==> src/hdl/multi_mode_audio_effect_core_assert.svh <==
// ----------------------------------------------------------------------------
// Assertion macros for the multi-mode audio effect core
// Concurrent checks that are compiled only in simulation. Each use relies on
// the including module having signals named clk and rst.
// ----------------------------------------------------------------------------
`ifndef MULTI_MODE_AUDIO_EFFECT_CORE_ASSERT_SVH
`define MULTI_MODE_AUDIO_EFFECT_CORE_ASSERT_SVH
`ifndef SYNTHESIS
// Property checked at every clock edge outside reset.
`define MMAE_ASSERT(lbl, prop, msg) \
  lbl: assert property (@(posedge clk) disable iff (rst) (prop)) else $error(msg);
// Property checked at every clock edge, reset included.
`define MMAE_ASSERT_ALWAYS(lbl, prop, msg) \
  lbl: assert property (@(posedge clk) (prop)) else $error(msg);
`else
`define MMAE_ASSERT(lbl, prop, msg)
`define MMAE_ASSERT_ALWAYS(lbl, prop, msg)
`endif
`endif

==> src/hdl/mmae_pkg.sv <==
// ----------------------------------------------------------------------------
// Multi-mode audio effect package
// Widths, constants, codes and shared types of the audio effect core.
// ----------------------------------------------------------------------------
package mmae_pkg;

  // Sample history depth and the widths that follow from it.
  localparam int HISTORY_DEPTH = 262144;
  localparam int HIST_AW       = $clog2(HISTORY_DEPTH);
  localparam int SEEN_W        = $clog2(HISTORY_DEPTH + 1);

  // Field and register widths.
  localparam int SAMPLE_W  = 16;
  localparam int MODE_W    = 3;
  localparam int DELAY_W   = 17;
  localparam int SHIFT_W   = 5;
  localparam int RAMP_W    = 21;
  localparam int CFG_IDX_W = 2;
  localparam int NUM_TAPS  = 3;

  // Tap distance reaches three times the delay.
  localparam int DIST_W = DELAY_W + 2;
  localparam int CALC_W = ((DIST_W > SEEN_W) ? DIST_W : SEEN_W) + 1;

  // Datapath widths.
  localparam int SUM_W    = SAMPLE_W + 2;
  localparam int PROD_W   = SAMPLE_W + RAMP_W;
  localparam int RECIP_W  = 16;
  localparam int DIVP_W   = SUM_W + RECIP_W;

  // Division by five as a multiply by a rounded-up reciprocal; exact below 2^18.
  localparam int DIV5_SHIFT = 18;
  localparam logic [RECIP_W-1:0] DIV5_RECIP = RECIP_W'(((1 << DIV5_SHIFT) + 4) / 5);

  // Reset values and limits.
  localparam logic [DELAY_W-1:0] DELAY_RESET = DELAY_W'(44100);
  localparam logic [SHIFT_W-1:0] SHIFT_RESET = SHIFT_W'(17);
  localparam logic [SHIFT_W-1:0] MAX_SHIFT   = SHIFT_W'(20);
  localparam logic [RAMP_W-1:0]  RAMP_MAX    = {RAMP_W{1'b1}};
  localparam logic [PROD_W-1:0]  SAT_POS_MAG = PROD_W'((1 << (SAMPLE_W - 1)) - 1);
  localparam logic [PROD_W-1:0]  SAT_NEG_MAG = PROD_W'(1 << (SAMPLE_W - 1));

  // Effect modes; the two codes above the envelope give silence.
  typedef enum logic [MODE_W-1:0] {
    MODE_KEEP_EVEN = 3'd0,
    MODE_KEEP_ODD  = 3'd1,
    MODE_ECHO1     = 3'd2,
    MODE_ECHO2     = 3'd3,
    MODE_ECHO3     = 3'd4,
    MODE_ENVELOPE  = 3'd5
  } mode_t;

  // Configuration register indexes.
  typedef enum logic [CFG_IDX_W-1:0] {
    REG_MODE  = 2'd0,
    REG_DELAY = 2'd1,
    REG_SHIFT = 2'd2
  } reg_idx_t;

  // Item leaving the front stage, aligned with the history read data.
  typedef struct packed {
    logic [MODE_W-1:0]          mode;
    logic signed [SAMPLE_W-1:0] x;
    logic                       parity;
    logic [NUM_TAPS-1:0]        tap_en;
    logic [RAMP_W-1:0]          ramp;
    logic [SHIFT_W-1:0]         shift;
  } front_t;

  // Access to the history memories: one write and one read per copy.
  typedef struct packed {
    logic                              we;
    logic [HIST_AW-1:0]                waddr;
    logic [SAMPLE_W-1:0]               wdata;
    logic                              re;
    logic [NUM_TAPS-1:0][HIST_AW-1:0]  raddr;
  } mem_req_t;

endpackage

==> src/hdl/mmae_out_if.sv <==
// ----------------------------------------------------------------------------
// Output sample channel
// Valid/ready channel carrying one processed sample per transfer.
// ----------------------------------------------------------------------------
interface mmae_out_if import mmae_pkg::*; ();
  logic                       valid;
  logic                       ready;
  logic signed [SAMPLE_W-1:0] sample_out;

  modport source (output valid, output sample_out, input ready);
  modport sink (input valid, input sample_out, output ready);
endinterface

==> src/hdl/mmae_datapath.sv <==
// ----------------------------------------------------------------------------
// Audio effect arithmetic pipeline
// Three register stages after the history read: tap sum and envelope product,
// magnitude and scaling, then mode select and saturation into the output
// register. Each stage advances when the stage after it can take its item.
// ----------------------------------------------------------------------------
module mmae_datapath import mmae_pkg::*; (
  input  logic                              clk,
  input  logic                              rst,
  input  logic                              s1_valid,
  input  front_t                            s1,
  input  logic [NUM_TAPS-1:0][SAMPLE_W-1:0] tap_data,
  output logic                              s1_take,
  mmae_out_if.source                        dout
);

  // Signed saturation of a sign and magnitude pair to the sample range.
  function automatic logic signed [SAMPLE_W-1:0] sat_mag(input logic neg,
                                                         input logic [PROD_W-1:0] mag);
    logic signed [SAMPLE_W-1:0] res;
    if (neg) begin
      res = (mag > SAT_NEG_MAG) ? -$signed(SAT_NEG_MAG[SAMPLE_W-1:0])
                                : -$signed(mag[SAMPLE_W-1:0]);
    end else begin
      res = (mag > SAT_POS_MAG) ? $signed(SAT_POS_MAG[SAMPLE_W-1:0])
                                : $signed(mag[SAMPLE_W-1:0]);
    end
    return res;
  endfunction

  logic                       s2_valid;
  logic [MODE_W-1:0]          s2_mode;
  logic signed [SAMPLE_W-1:0] s2_x;
  logic                       s2_parity;
  logic [SHIFT_W-1:0]         s2_shift;
  logic signed [SUM_W-1:0]    s2_sum;
  logic signed [PROD_W-1:0]   s2_prod;

  logic                       s3_valid;
  logic [MODE_W-1:0]          s3_mode;
  logic signed [SAMPLE_W-1:0] s3_x;
  logic                       s3_parity;
  logic                       s3_sum_neg;
  logic [SUM_W-1:0]           s3_half;
  logic [DIVP_W-1:0]          s3_divp;
  logic                       s3_prod_neg;
  logic [PROD_W-1:0]          s3_env;

  logic                       out_valid;
  logic signed [SAMPLE_W-1:0] out_data;

  logic                       out_free;
  logic                       s3_free;

  logic signed [SUM_W-1:0]    sum_acc;
  logic signed [PROD_W-1:0]   prod;
  logic [SUM_W-1:0]           sum_mag;
  logic [SUM_W-1:0]           div_in;
  logic [PROD_W-1:0]          prod_mag;
  logic [DIVP_W-1:0]          quot_wide;
  logic signed [SAMPLE_W-1:0] y;

  // Stage readiness back from the output register.
  assign out_free = !out_valid || dout.ready;
  assign s3_free  = !s3_valid || out_free;
  assign s1_take  = !s2_valid || s3_free;

  // Sum of the sample and the enabled taps; envelope gain product.
  always_comb begin
    sum_acc = SUM_W'($signed(s1.x));
    for (int k = 0; k < NUM_TAPS; k++) begin
      if (s1.tap_en[k]) begin
        sum_acc = sum_acc + SUM_W'($signed(tap_data[k]));
      end
    end
    prod = PROD_W'($signed(s1.x)) * PROD_W'($signed({1'b0, s1.ramp}));
  end

  always_ff @(posedge clk) begin
    if (rst) begin
      s2_valid <= 1'b0;
    end else if (s1_take) begin
      s2_valid <= s1_valid;
    end
  end

  always_ff @(posedge clk) begin
    if (s1_take) begin
      s2_mode   <= s1.mode;
      s2_x      <= s1.x;
      s2_parity <= s1.parity;
      s2_shift  <= s1.shift;
      s2_sum    <= sum_acc;
      s2_prod   <= prod;
    end
  end

  // Magnitudes, halving, division by five and the envelope shift.
  always_comb begin
    sum_mag  = s2_sum[SUM_W-1] ? SUM_W'(-s2_sum) : SUM_W'(s2_sum);
    div_in   = (s2_mode == MODE_ECHO2) ? SUM_W'({sum_mag, 1'b0}) : sum_mag;
    prod_mag = s2_prod[PROD_W-1] ? PROD_W'(-s2_prod) : PROD_W'(s2_prod);
  end

  always_ff @(posedge clk) begin
    if (rst) begin
      s3_valid <= 1'b0;
    end else if (s3_free) begin
      s3_valid <= s2_valid;
    end
  end

  always_ff @(posedge clk) begin
    if (s3_free) begin
      s3_mode     <= s2_mode;
      s3_x        <= s2_x;
      s3_parity   <= s2_parity;
      s3_sum_neg  <= s2_sum[SUM_W-1];
      s3_half     <= sum_mag >> 1;
      s3_divp     <= DIVP_W'(div_in) * DIVP_W'(DIV5_RECIP);
      s3_prod_neg <= s2_prod[PROD_W-1];
      s3_env      <= prod_mag >> s2_shift;
    end
  end

  // Mode select and saturation.
  assign quot_wide = s3_divp >> DIV5_SHIFT;

  always_comb begin
    unique case (s3_mode) inside
      MODE_KEEP_EVEN:         y = s3_parity ? '0 : s3_x;
      MODE_KEEP_ODD:          y = s3_parity ? s3_x : '0;
      MODE_ECHO1:             y = sat_mag(s3_sum_neg, PROD_W'(s3_half));
      MODE_ECHO2, MODE_ECHO3: y = sat_mag(s3_sum_neg, PROD_W'(quot_wide));
      MODE_ENVELOPE:          y = sat_mag(s3_prod_neg, s3_env);
      default:                y = '0;
    endcase
  end

  always_ff @(posedge clk) begin
    if (rst) begin
      out_valid <= 1'b0;
    end else if (out_free) begin
      out_valid <= s3_valid;
    end
  end

  always_ff @(posedge clk) begin
    if (out_free) begin
      out_data <= y;
    end
  end

  assign dout.valid      = out_valid;
  assign dout.sample_out = out_data;

endmodule

==> src/flat_wrapper.sv <==
// flat-port wrapper written by rule: the top's interface ports become plain ports
module mmae_datapath_flat import mmae_pkg::*;
  (clk, rst, s1_valid, s1, tap_data, s1_take, dout_valid, dout_sample_out, dout_ready);
  mmae_out_if dout_i ();
  input  logic clk;
  input  logic rst;
  input  logic s1_valid;
  input  front_t s1;
  input  logic [NUM_TAPS-1:0][SAMPLE_W-1:0] tap_data;
  output logic s1_take;
  output wire logic [$bits(dout_i.valid)-1:0] dout_valid;
  output wire logic [$bits(dout_i.sample_out)-1:0] dout_sample_out;
  input wire logic [$bits(dout_i.ready)-1:0] dout_ready;
  assign dout_valid = dout_i.valid;
  assign dout_sample_out = dout_i.sample_out;
  assign dout_i.ready = dout_ready;
  mmae_datapath u_core (.clk(clk), .rst(rst), .s1_valid(s1_valid), .s1(s1), .tap_data(tap_data), .s1_take(s1_take), .dout(dout_i));
endmodule
==> config.mk <==
export PLATFORM = sky130hd
export DESIGN_NAME = mmae_datapath_flat
export DESIGN_NICKNAME = d
export VERILOG_FILES = /design/src/hdl/multi_mode_audio_effect_core_assert.svh /design/src/hdl/mmae_pkg.sv /design/src/hdl/mmae_out_if.sv /design/src/hdl/mmae_datapath.sv /design/src/flat_wrapper.sv
export SDC_FILE = /design/constraint.sdc
export NUM_CORES = 2
export LEC_CHECK = 0
export BUFFER_PORTS_ARGS = -buffer_cell sky130_fd_sc_hd__buf_2
export CORE_AREA = 2 2 238 240
export CTS_CLUSTER_DIAMETER = 30
export DETAILED_ROUTE_END_ITERATION = 7
export DIE_AREA = 0 0 240 242
export PLACE_DENSITY = 0.72
export SLEW_MARGIN = 10
export SYNTH_ARGS = -nofsm -noshare
export SYNTH_HDL_FRONTEND = slang
export SYNTH_SLANG_ARGS = --single-unit
==> constraint.sdc <==
create_clock -name clk -period 23.5 [get_ports clk]
set_clock_uncertainty 0.05 [all_clocks]
set_input_delay 1.175 -clock clk [delete_from_list [all_inputs] [get_ports clk]]
set_output_delay 1.175 -clock clk [all_outputs]
set_load 0.01 [all_outputs]
### Yosys cells after proc, flatten, opt, wreduce, memory -nomap -nowiden

Index checks and enable logic that the tools add are counted.

| storage, ports and cells | value |
|---|---|
| bits in registers | 209 |
| latch bits | 0 |
| memory bits (writable) | 0 |
| bits in read-only memories | 0 |
| word-level logic and storage cells | 67 |
| memories kept | 0 |

| cells by class | value |
|---|---|
| $add $sub $neg | 8 |
| $mul | 2 |
| div/mod/pow operators | 0 |
| order comparisons | 6 |
| equal/unequal tests | 6 |
| shifts and indexed selects | 1 |
| muxes and demuxes | 18 |
| bitwise logic cells | 0 |
| reduce and logical (&&, ||, !) cells | 8 |

Operators by type and width:

| cell | number |
|---|---|
| $mux W16 | 11 |
| $mux W18 | 5 |
| $pmux W16 S5 | 1 |
| $neg A16 Y16 | 3 |
| $gt A37 B15 Y1 const B | 1 |
| $gt A37 B16 Y1 const B | 1 |
| $mul A16 B22 Y37 | 1 |
| $mux W37 | 1 |
| $neg A37 Y37 | 1 |
| $shr A37 B5 Y37 | 1 |
| $add A18 B16 Y18 | 2 |
| $mul A18 B16 Y34 const B | 1 |
| $neg A18 Y18 | 1 |
| $add A16 B16 Y17 | 1 |
| $gt A17 B15 Y1 const B | 1 |
| $gt A17 B16 Y1 const B | 1 |
| $gt A16 B15 Y1 const B | 1 |
| $gt A16 B16 Y1 const B | 1 |
| $eq A3 B2 Y1 const B | 3 |
| $eq A3 B3 Y1 const B | 2 |
| $eq A3 B1 Y1 const B | 1 |
| $logic_not A1 Y1 | 3 |
| $logic_not A3 Y1 | 1 |
| $logic_or A1 B1 Y1 | 3 |
| $reduce_or A2 Y1 | 1 |

### Logic depth before layout (Yosys ltp)

| depth | value |
|---|---|
| depth in word-level cells | 6 |
| mapped depth | 29 |

### Least setup slack after synthesis

OpenSTA, ideal clock, no wires.

| timing path | value |
|---|---|
| kind | register -> register |
| start point | register u_core.s2_sum[2] |
| end point | register u_core.s3_divp[31] (data pin) |
| data arrival time | 7115 ps |
| data required time | 23193 ps |
| setup slack | 16078 ps |
| cell stages (with the launch flop) | 28 |
| path buffers | 0 |
| period minus slack after synthesis | 7422 ps |
| path through | edfxtp_1 nor2_1 nand3_1 or3_1 or3_1 or3_1 o31ai_1 xor2_1 o21ai_0 ha_1 ha_1 inv_1 fa_1 inv_1 fa_1 fa_1 inv_1 fa_1 inv_1 ha_1 a21o_1 a21o_1 a22oi_1 a21oi_1 o221ai_1 o211ai_1 a21o_1 xor2_1 |

| on the way | value |
|---|---|
| word-level cells in the longest chain between the ends | 4 |

RTL lines:

| element | line | source |
|---|---|---|
| start, declared | mmae_datapath.sv:36 | `logic signed [SUM_W-1:0] s2_sum;` |
| start signal, assigned | mmae_datapath.sv:93 | `s2_sum <= sum_acc;` |
| $neg A18 Y18 | mmae_datapath.sv:100 | `sum_mag = s2_sum[SUM_W-1] ? SUM_W'(-s2_sum) : SUM_W'(s2_sum);` |
| $mux W18 (*) | mmae_datapath.sv:100 |  |
| $mux W18 (*) | mmae_datapath.sv:101 | `div_in = (s2_mode == MODE_ECHO2) ? SUM_W'({sum_mag, 1'b0}) : sum_mag;` |
| $mul A18 B16 Y34 (*) | mmae_datapath.sv:120 | `s3_divp <= DIVP_W'(div_in) * DIVP_W'(DIV5_RECIP);` |
| end signal, assigned | mmae_datapath.sv:120 |  |
| end, declared | mmae_datapath.sv:45 | `logic [DIVP_W-1:0] s3_divp;` |

Mark *: on every way between the ends. The rest lies on a longest branch, timed or not.
A chain may end at the register's enable or synchronous reset.

### Worst setup path after layout

| timing path | value |
|---|---|
| start point | register u_core.s2_sum[2] |
| end point | register u_core.s3_divp[33] (data pin) |

The elaborated chain is that of the path after synthesis.

==> results.toml <==
[run_status]
status = "finished clean"

[synth]
yosysMostFrequentCell = "inv_1"
yosys_warnings = 0
yosys_register_bits = 191
muxShareOfSynthArea_pct = 4.60
synthSimpleGateAreaFrac_pct = 14.5
synth_common_cells = "inv_1, fa_1, ha_1, nand2_1, edfxtp_1"
synth_top_cell_area_share_pct = 23.4
yosys.area_share.xor_xnor_pct = 4.77
synth_area_sq_mm = 0.0303
synth-compound-area-share_pct = 11.7
synth_area_leaders = "fa_1, edfxtp_1, ha_1"
async_reset_ff_share_pct = 0
synth_cells = 3269
synth_edf_count = 188
synthesis.nets = 4048
synth_cell_types = 85
synth_adder_area_share_pct = 36.8
synthFlopType = "edfxtp_1"
syn_avg_cell_area_sq_um = 9.26
ys_seq_area_share_pct = 18.9
yosysTopAreaCell = "fa_1"
synth_top_family_by_area = "adder cells"

[worst_setup_path]
end_kind = "flip-flop"
crit_slowest_cell = "o21ai_0"
critPathMaxFanout = 5
cp-start-kind = "flip-flop"
crit_path_max_incr_delay_ps = 690
setup.worst_path.class = "flip-flop to flip-flop"
cp.required_ps = 23660
cp.arrival_ps = 8180

[sta]
timing_hold_violations_final = 0
final-setup-viol-count = 0
slew_viol_final = 0
rsz0062_at_grt = "no"
final.min_clock_period_ps = 8030
fin_setup_tns_ps = 0
fin_crit_sh_pct = 34.2
max_freq_mhz = 125
relSlewSlack_pct = 19.8
tightest_slew_ps = 1200

[floorplan]
start_util_pct = 54.3
dieArea_sq_mm = 0.0581
die_x_um = 240
core_sq_mm = 0.0557
die_h_um = 242
num_rows = 87
io_pins = 119

[clocking]
post_cts_buffers = 0
worstSkewPairLatency_ps = 460
clk_path_buf_depth = 2
cts_tree = "built"
clock-root-buffer = "clkbuf_16"
cts.sinks = 191
ctsHoldBuffers = 0
cts_buffers = 17
htreeDepth = 4
cts_resized = 0
clk_pin_slew_worst_paths_ps = 80

[final_layout]
area_delta_synth_final_pct = 5.69
diodes = 0
fin_area_sq_mm = 0.0320
fillers = 4924
drive_above_1_share_pct = 7.52
ff_latch_area_sq_mm = 0.00571
fin_nets = 4062
multiInputGateArea_sq_mm = 0.0219

[route]
first_pass_iters = 5
wl_per_cell_um = 18.3
drt_iter0_drc = 1903
vias_per_cell = 5.70
vias = 23100
routed_wl_um = 74300
drc_errors = 0
drtAntennaViolNets = 0

[global_route]
grt_overflow = 0
track_usage_pct = 26.1
antenna_found_initial = 3
grt_max_degree = 63
grt_pass1_wl_um = 120000
grt_pass1_vias = 22700

[placed_design]
io_buffers = 118
placed_cell_area_sq_mm = 0.0314
place_congestion = 0.937
dpl.hpwl_um = 58400

[run]
max-cap-violations = 0

[min_path]
hold_path.class = "flip-flop to flip-flop"
[path summary, 6_finish.rpt]
kind,endpoint,cells after the start,startpoint,slack [ps]
max,u_core.s3_divp[33],28,u_core.s2_sum[2],15470
min,u_core.s3_x[4],0,u_core.s2_x[4],370
max reg2reg,u_core.s3_divp[33],28,u_core.s2_sum[2],15470
min reg2reg,u_core.s3_x[4],0,u_core.s2_x[4],370
[cell usage in the layout, fill, tap and decap left out, types with 45 or more instances in the layout]
master / instances
a21oi_1: 140
and2_1: 154
buf_2: 118
edfxtp_1: 188
fa_1: 354
ha_1: 324
inv_1: 558
mux2_2: 47
mux2i_1: 67
nand2_1: 303
nand3_1: 45
nor2_1: 147
nor3_1: 63
o21ai_0: 75
xnor2_1: 82
xor2_1: 83
[metrics by stage]
stage                     std cells  worst slack, ps  hold WS, ps  util [%]
final                          4052            15470          373      57.4
after detailed placement       4020            15490          355      56.3
after global routing           4052            14910          376      57.4
after floorplan                3269            16080          350         -
after CTS                      4052            15470          372      57.4
after global placement         4020            15650          351      56.3
[layer usage]
metal / routed length (um) / vias up / track usage [%]
met3: 5260 / 117 / 3.67
li1: - / 11000 / -
met1: 34300 / 11100 / 39.0
met4: 1760 / 4 / 7.36
met5: 23 / - / 0
met2: 32900 / 841 / 39.7
[final cells by class]
| class | instances | area share [%] |
|---|---|---|
| Clock buffer | 17 | 1.33 |
| Clock inverter | 15 | 0.595 |
| Inverter | 562 | 6.60 |
| Multi-Input combinational cell | 2380 | 68.5 |
| Sequential cell | 191 | 17.8 |
| Tap cell | 756 | 2.96 |
| Timing Repair Buffer | 131 | 2.15 |
[kinds of logic (layout without fill, tap and decap cells)]
logic type / Yosys count / after routing
AOI/OAI and AO/OA: 524 / 524
muxes: 123 / 123
and+or+nand+nor: 890 / 890
DFF: 191 / 191
adders and majority gates: 678 / 678
buffers and inverters: 698 / 725
xor gates and xnor gates: 165 / 165
[worst max-delay path: cells and delay by family, from the launching register on]
family	cells	cell delay, ps
buffers and inverters	4	200
adders and majority gates	7	3080
and+or+nand+nor	6	1500
DFF	1	420
xor gates and xnor gates	2	180
AOI/OAI and AO/OA	9	2350
[flip-flops by register name, summed over array words and instances (netlist names), 16 cells and up]
signal,cells
u_core.s3_half,17
u_core.dout.sample_out,16
u_core.s2_prod,37
u_core.s3_x,16
u_core.s2_sum,18
u_core.s3_env,37
u_core.s2_x,16
u_core.s3_divp,16
Power is left out: the tool's default activity adds up to more than one toggle a clock period on the data nets, which glitch-free logic cannot reach.
